**config.mk**
```make
export PLATFORM = sky130hd
export DESIGN_NAME = bmd_controller
export DESIGN_NICKNAME = d
export VERILOG_FILES = /design/src/rtl/bmd_pkg.sv /design/src/rtl/bmd_controller.sv
export SDC_FILE = /design/constraint.sdc
export NUM_CORES = 1
export LEC_CHECK = 0
export ABC_CLOCK_PERIOD_IN_PS = 2000
export BUFFER_PORTS_ARGS = -buffer_cell sky130_fd_sc_hd__buf_2
export CAP_MARGIN = 20
export CORE_ASPECT_RATIO = 0.8
export CORE_MARGIN = 3
export CORE_UTILIZATION = 30
export DETAILED_ROUTE_END_ITERATION = 8
export RECOVER_POWER = 25
export SETUP_SLACK_MARGIN = 0.3
export SLEW_MARGIN = 20
export SYNTH_ARGS = -nofsm -noshare
export SYNTH_HDL_FRONTEND = slang
export SYNTH_SLANG_ARGS = --single-unit
export TNS_END_PERCENT = 20
```
**constraint.sdc**
```tcl
create_clock -name clock -period 2 [get_ports clock]
set_input_delay 0.4 -clock clock [delete_from_list [all_inputs] [get_ports clock]]
set_output_delay 0.4 -clock clock [all_outputs]
set_load 0.01 [all_outputs]
```
**src/rtl/bmd_pkg.sv**
```systemverilog
// Shared types and constants for the block median downsampler.
package bmd_pkg;

   // Default sizes handed to the top level parameters
   localparam int DEF_MAX_WIDTH  = 1024;
   localparam int DEF_MAX_HEIGHT = 1024;
   localparam int DEF_BLOCK_EDGE = 4;

   // Field and register widths
   localparam int PIX_W = 8;
   localparam int IDX_W = 8;
   localparam int CSR_W = 11;
   localparam int CSR_INDEX_W = 1;

   // Register indexes and reset values
   localparam logic [CSR_INDEX_W-1:0] CSR_IMAGE_WIDTH  = 1'b0;
   localparam logic [CSR_INDEX_W-1:0] CSR_IMAGE_HEIGHT = 1'b1;
   localparam logic [CSR_W-1:0] RESET_IMAGE_WIDTH  = 11'd512;
   localparam logic [CSR_W-1:0] RESET_IMAGE_HEIGHT = 11'd512;

   typedef struct packed {
      logic [PIX_W-1:0] pixel_value;
      logic             frame_start;
   } req_type;

   typedef struct packed {
      logic [PIX_W-1:0] median_value;
      logic [IDX_W-1:0] block_column;
      logic [IDX_W-1:0] block_row;
      logic             frame_last;
   } rsp_type;

   typedef enum logic [1:0] {
      ST_IDLE,
      ST_FETCH,
      ST_SORT,
      ST_DONE
   } ctrl_state_type;

   // Controller to datapath
   typedef struct packed {
      logic accept;
      logic fetch_issue;
      logic fetch_capture;
      logic sort_step;
      logic sort_odd;
      logic load_out;
   } ctrl_cmd_type;

   // Datapath to controller
   typedef struct packed {
      logic block_end;
      logic out_free;
   } dp_status_type;

endpackage

```
**src/rtl/bmd_controller.sv**
```systemverilog
// Controller: sequences accept, line store fetch, sort passes and result load.
module bmd_controller #(
   parameter int BLOCK_EDGE = bmd_pkg::DEF_BLOCK_EDGE
) (
   input  logic                   clock,
   input  logic                   reset,
   input  logic                   req_valid,
   output logic                   req_stall,
   input  bmd_pkg::dp_status_type status,
   output bmd_pkg::ctrl_cmd_type  cmd
);

   localparam int NPIX   = BLOCK_EDGE * BLOCK_EDGE;
   localparam int NFETCH = (BLOCK_EDGE - 1) * BLOCK_EDGE;
   localparam int CNW    = $clog2(NPIX + 1);

   bmd_pkg::ctrl_state_type state_ff, state_in;
   logic [CNW-1:0]          cnt_ff, cnt_in;

   // State register
   always_ff @(posedge clock) begin
      if (reset) begin
         state_ff <= bmd_pkg::ST_IDLE;
         cnt_ff   <= '0;
      end else begin
         state_ff <= state_in;
         cnt_ff   <= cnt_in;
      end
   end

   // Next state and commands
   always_comb begin
      state_in  = state_ff;
      cnt_in    = cnt_ff;
      cmd       = '0;
      req_stall = 1'b1;
      case (state_ff)
         bmd_pkg::ST_IDLE: begin
            req_stall = 1'b0;
            if (req_valid) begin
               cmd.accept = 1'b1;
               cnt_in     = '0;
               if (status.block_end) state_in = bmd_pkg::ST_FETCH;
            end
         end
         bmd_pkg::ST_FETCH: begin
            // one read issued per beat, its data captured in the next beat
            cmd.fetch_issue   = (cnt_ff < CNW'(NFETCH));
            cmd.fetch_capture = (cnt_ff != '0);
            if (cnt_ff == CNW'(NFETCH)) begin
               cnt_in   = '0;
               state_in = bmd_pkg::ST_SORT;
            end else begin
               cnt_in = cnt_ff + CNW'(1);
            end
         end
         bmd_pkg::ST_SORT: begin
            cmd.sort_step = 1'b1;
            cmd.sort_odd  = cnt_ff[0];
            if (cnt_ff == CNW'(NPIX - 1)) begin
               cnt_in   = '0;
               state_in = bmd_pkg::ST_DONE;
            end else begin
               cnt_in = cnt_ff + CNW'(1);
            end
         end
         bmd_pkg::ST_DONE: begin
            if (status.out_free) begin
               cmd.load_out = 1'b1;
               state_in     = bmd_pkg::ST_IDLE;
            end
         end
         default: state_in = bmd_pkg::ST_IDLE;
      endcase
   end

endmodule
```
### After elaboration in Yosys (flattened, before gate mapping)

Index checks and enable logic that the tools add are counted.

* add/sub/neg operators: 1
* magnitude comparators: 1
* eq/ne operators: 10
* multiplexer cells: 17
* reductions and logical operators: 5

Operators by type and width (count)
* $mux 5: 3
* $pmux 5 s3: 1
* $mux 2: 7
* $eq 5x4->1 const B: 2
* $ne 2x2->1 const B: 5
* $pmux 2 s4: 1
* $add 5x1->5 const B: 1
* $lt 5x4->1 const B: 1
* $mux 1: 5
* $reduce_and 5->1: 1
* $reduce_bool 5->1: 1
* $eq 2x2->1 const B: 2
* $reduce_bool 3->1: 1
* $eq 2x1->1 const B: 1
* $logic_not 2->1: 1
* $reduce_and 2->1: 1

* bits in registers: 7
* input bits: 5
* output and inout port bits: 7
* logic and storage cells: 36

### Longest topological paths before layout

* word-level depth: 3
* depth in mapped cells: 8
* mapped depth without buffers: 8

### Worst setup path after synthesis

No wires, ideal clock.

* path type: register -> register
* from: reg cnt_ff[0]
* to: reg state_ff[0]
* library setup time: 0.079 ns
* data arrival time: 1.655 ns
* data required time: 1.921 ns
* path slack: 0.265 ns
* stages on the path, launching flop included: 9
* buffers on the path: 0
* clock period less this slack: 1.735 ns
* path through: dfxtp_1 ha_1 nand3_1 inv_1 ha_1 and2b_2 a21o_1 o31a_1 a211oi_2

* longest elaborated chain between the ends: 3

RTL lines
* from (decl): RTL line bmd_controller.sv:18 `logic [CNW-1:0] cnt_ff, cnt_in;`
* from (signal assigned): RTL line bmd_controller.sv:27 `cnt_ff <= cnt_in;`
* $eq 5x4->1 (on tied branches): RTL line bmd_controller.sv:60, bmd_controller.sv:50
* $ne 2x2->1 (no line)
* $reduce_and 5->1 (no line) *
* to (signal assigned): RTL line bmd_controller.sv:23 `state_ff <= bmd_pkg::ST_IDLE;`
* to (signal assigned): RTL line bmd_controller.sv:26 `state_ff <= state_in;`
* to (decl): RTL line bmd_controller.sv:17 `bmd_pkg::ctrl_state_type state_ff, state_in;`

Mark *: on every way between the ends. The rest lies on a longest branch, timed or not.
A chain may end at the register's enable or synchronous reset.

==> run_results.csv <==
group,metric,value,unit
status,status,"finished, final reports clean",
drt,drt.antenna.violating_nets,0,
setup_path,crit_type,"flop to output port",
floorplan,fp.dieArea,0.002493,mm^2
drt,drtPass1Iterations,4,
job,max_cap_viol_count,0,
cells_and_area,fillerInstances,181,
grt,pin_count_of_the_biggest_net_entering_global_routing,8,
setup_path,critical_path_required,1600,ps
logic_synthesis,syn_nets,84,
logic_synthesis,netlist_top_cells_area,"dfxtp_1 (24%), ha_1 (22%), inv_1 (5.8%)",
clock_tree,cts_buf_count,3,
clock_tree,cts-root-to-sink-buffers,2,
cells_and_area,flow.area_growth_from_synthesis,30.30,%
cells_and_area,final_non_filler_cells,109,
power,irDropWorstVdd,0.0004805,V
floorplan,core-area,0.001724,mm^2
grt,grt_use_total,14.20,%
clock_tree,ctsRootBufferMaster,"clkbuf_4",
setup_path,end_of_the_worst_register_to_register_path,"state_ff[0]$_SDFFE_PP0P_",
logic_synthesis,most_repeated_cell_in_the_gate_level_netlist_after_synthesis,"ha_1",
sta,hold_violations,0,
hold_path,holdPathStages,2,
logic_synthesis,postSynthRegisterBits,7,
setup_path,ff2ff_path_depth,6,
power,power_switching_share,43.81,%
logic_synthesis,yosysSeqAreaShare,24.24,%
grt,grt_first_pass_wirelength,2.428,mm
drt,avgRoutedWirePerCell,13.37,um
clock_tree,htree_levels,1,
power,power.static_leakage,0.3215,nW
power,net-switching-power,329.5,uW
clock_tree,cts.reportedPaths.clkPinSlew,50,ps
logic_synthesis,synth.largest_area_cell,"dfxtp_1",
floorplan,die_y,45.26,um
logic_synthesis,yosys_warns,0,
clock_tree,clock_sink_count,7,
sta,period_minus_slack,1779,ps
clock_tree,cts_hold_repair.buffers,0,
grt,overflow,0,
clock_tree,tritoncts_clock_tree,"built",
sta,final.setup_skew,0.3925,ps
logic_synthesis,number_of_cells_produced_by_synthesis,69,
power,power.density_cell_area,998.5,mW/mm^2
drt,routed_wl,1.457,mm
power,gate_power_share,56.9,%
setup_path,timing.critical_path.to_type,"output port",
logic_synthesis,post_synth_most_frequent_cells,"ha_1 (10), inv_1 (9), dfxtp_1 (7)",
drt,vias,557,
grt,grt_pass1_vias,520,
hold_path,hold_path_end,"state_ff[0]$_SDFFE_PP0P_",
hold_path,min-delay-path-class,"input pin to flop",
drt,post_route_drc_violation_count,0,
sta,rsz0062_at_grt,"true",
sta,finalSetupViolCount,0,
floorplan,dieWidth,55.08,um
sta,fin_setup_tns,0,ps
logic_synthesis,synth.lib_cells_used.distinct,28,
placed_design,dpl.cell_count,102,
logic_synthesis,synth-edff-count,0,
logic_synthesis,synth-async-reset-ratio,0,%
setup_path,worstSetupStartpointType,"flop",
floorplan,placementRows,13,
sta,relSlewSlack,71.97,%
clock_tree,clkLatencyLatePin,250,ps
logic_synthesis,yosysTopAreaCellShare,24.24,%
cells_and_area,layout-drive-gt1-share,36.78,%
sta,fmax,0.5621,GHz
power,power_report.internal_total,422.6,uW
setup_path,timing.rr.start,"state_ff[0]$_SDFFE_PP0P_",
sta,timing.final.crit_share,88.95,%
drt,1st_iter_drt_viols,25,
grt,grt_antenna_before_repair,0,
hold_path,holdCritStartpoint,"reset",
power,p_clk_share,17.7,%
placed_design,finalWeightedCongestion,0.8185,
floorplan,initial_core_util,33.53,%
placed_design,placement.io_buffers,11,
logic_synthesis,synthesis.area,578.1,um^2
sta,slew_viol_final,0,
cells_and_area,design.final.nets,103,
drt,via_per_inst,5.110,
setup_path,r2r_setup_slack,250,ps
logic_synthesis,yosys_most_used_dff,"dfxtp_1",
floorplan,io_pins,12,
power,power_frac_seq,25.5,%
cells_and_area,num_antenna_cells,0,
setup_path,cp_max_fo,5,
sta,worstMarginPinSlew,419.5,ps
logic_synthesis,post_synth.cell_area_avg,8.378,um^2
setup_path,crit_arrival,1380,ps
[layer usage]
metal	part of all wire, %	vias to the layer above	global-route usage, %	wire length (um)
met2	49	12	22.88	707
met3	5.5	2	5.941	80
li1	-	281	-	-
met4	0.48	0	2.913	7
met5	0	-	0	0
met1	45	262	17.66	662
[kinds of logic (layout without fill, tap and decap cells)]
group | count (synthesis) | after routing | share of synthesized area, %
simple gates | 23 | 23 | 23.38
compound gates | 17 | 17 | 20.13
fa+ha+maj | 10 | 10 | 21.65
buf+inv | 9 | 27 | 5.844
flops | 7 | 7 | 24.24
xor+xnor | 2 | 2 | 3.031
mux | 1 | 1 | 1.732
[state kept, by name, summed over array words and instances (netlist names)]
| name | count |
|---|---|
| cnt_ff | 5 |
| state_ff | 2 |
[worst max path at each step]
stage                                  start                        to  cells after the start
floorplan             cnt_ff[0]$_SDFFE_PP0P_  state_ff[1]$_SDFFE_PP0P_                      8
global placement      cnt_ff[0]$_SDFFE_PP0P_  state_ff[1]$_SDFFE_PP0P_                      8
detailed placement    cnt_ff[0]$_SDFFE_PP0P_  state_ff[1]$_SDFFE_PP0P_                      8
CTS                 state_ff[0]$_SDFFE_PP0P_                    cmd[1]                      4
global route        state_ff[0]$_SDFFE_PP0P_                    cmd[1]                      4
finish              state_ff[0]$_SDFFE_PP0P_                    cmd[1]                      4
[metrics by stage]
stage / utilization (%) / area (um^2) / power (mW) / setup WS, ps / hold WS, ps
after CTS: 43.32 / 747.0 / 0.7499 / 292.0 / 398.3
after global routing: 43.69 / 753.2 / 0.8194 / 130.2 / 410.7
final: 43.69 / 753.2 / 0.7521 / 221.0 / 416.3
after global placement: 38.61 / 665.6 / 0.5702 / 232.7 / 484.1
after floorplan: - / 583.1 / 0.4641 / 336.1 / 461.7
after detailed placement: 38.61 / 665.6 / 0.5676 / 219.7 / 494.1
[power groups by stage]
stage	combinational (mW)	sequential, mW	clock (mW)
6_report	0.428	0.192	0.133
4_1_cts	0.414	0.194	0.142
5_1_grt	0.475	0.196	0.148
3_3_place_gp	0.384	0.187	0
3_5_place_dp	0.380	0.188	0
2_1_floorplan	0.282	0.182	0
[area by class of cell]
class                   count  area [um^2]  share of cell area [%]
inverters                   9        33.78                   4.485
well taps                  22        27.53                   3.654
clock buffers               4        26.28                   3.488
multi-input cells          53        441.7                   58.64
repair buffers             14        77.57                   10.30
flip-flops and latches      7        146.4                   19.44
[cells in the final DEF (no fill, tap or decap), drive strengths merged]
| cell type | netlist | layout |
|---|---|---|
| and2b | 2 | 2 |
| and2 | 3 | 3 |
| nor2b | 1 | 1 |
| dfxtp | 7 | 7 |
| o2111ai | 2 | 2 |
| or2 | 1 | 1 |
| nand4 | 1 | 1 |
| ha | 10 | 10 |
| clkbuf | 0 | 4 |
| a21oi | 4 | 4 |
| buf | 0 | 14 |
| o21ai | 4 | 4 |
| inv | 9 | 9 |
| a31o | 1 | 1 |
| a21o | 1 | 1 |
| nor3 | 2 | 2 |
| nand3 | 2 | 2 |
| nand4b | 1 | 1 |
| xnor2 | 2 | 2 |
| nand2 | 5 | 5 |
| nor2 | 3 | 3 |
| a31oi | 1 | 1 |
| o31a | 1 | 1 |
| a211oi | 3 | 3 |
| mux2i | 1 | 1 |
| nor3b | 2 | 2 |
[worst max-delay path, cell delays in order (launching register included)]
cell and delay (ps):
dfxtp_1 430, inv_1 140, ha_2 250, and2_1 170
buf_2 140
[repair_timing]
item                                    CTS  global route
buffers inserted                          3             0
pin swaps                                 2             0
cloned                                    0             0
resized for setup                         8             3
endpoints found under the setup margin    6             9
Power figures use the tool's default switching activity.
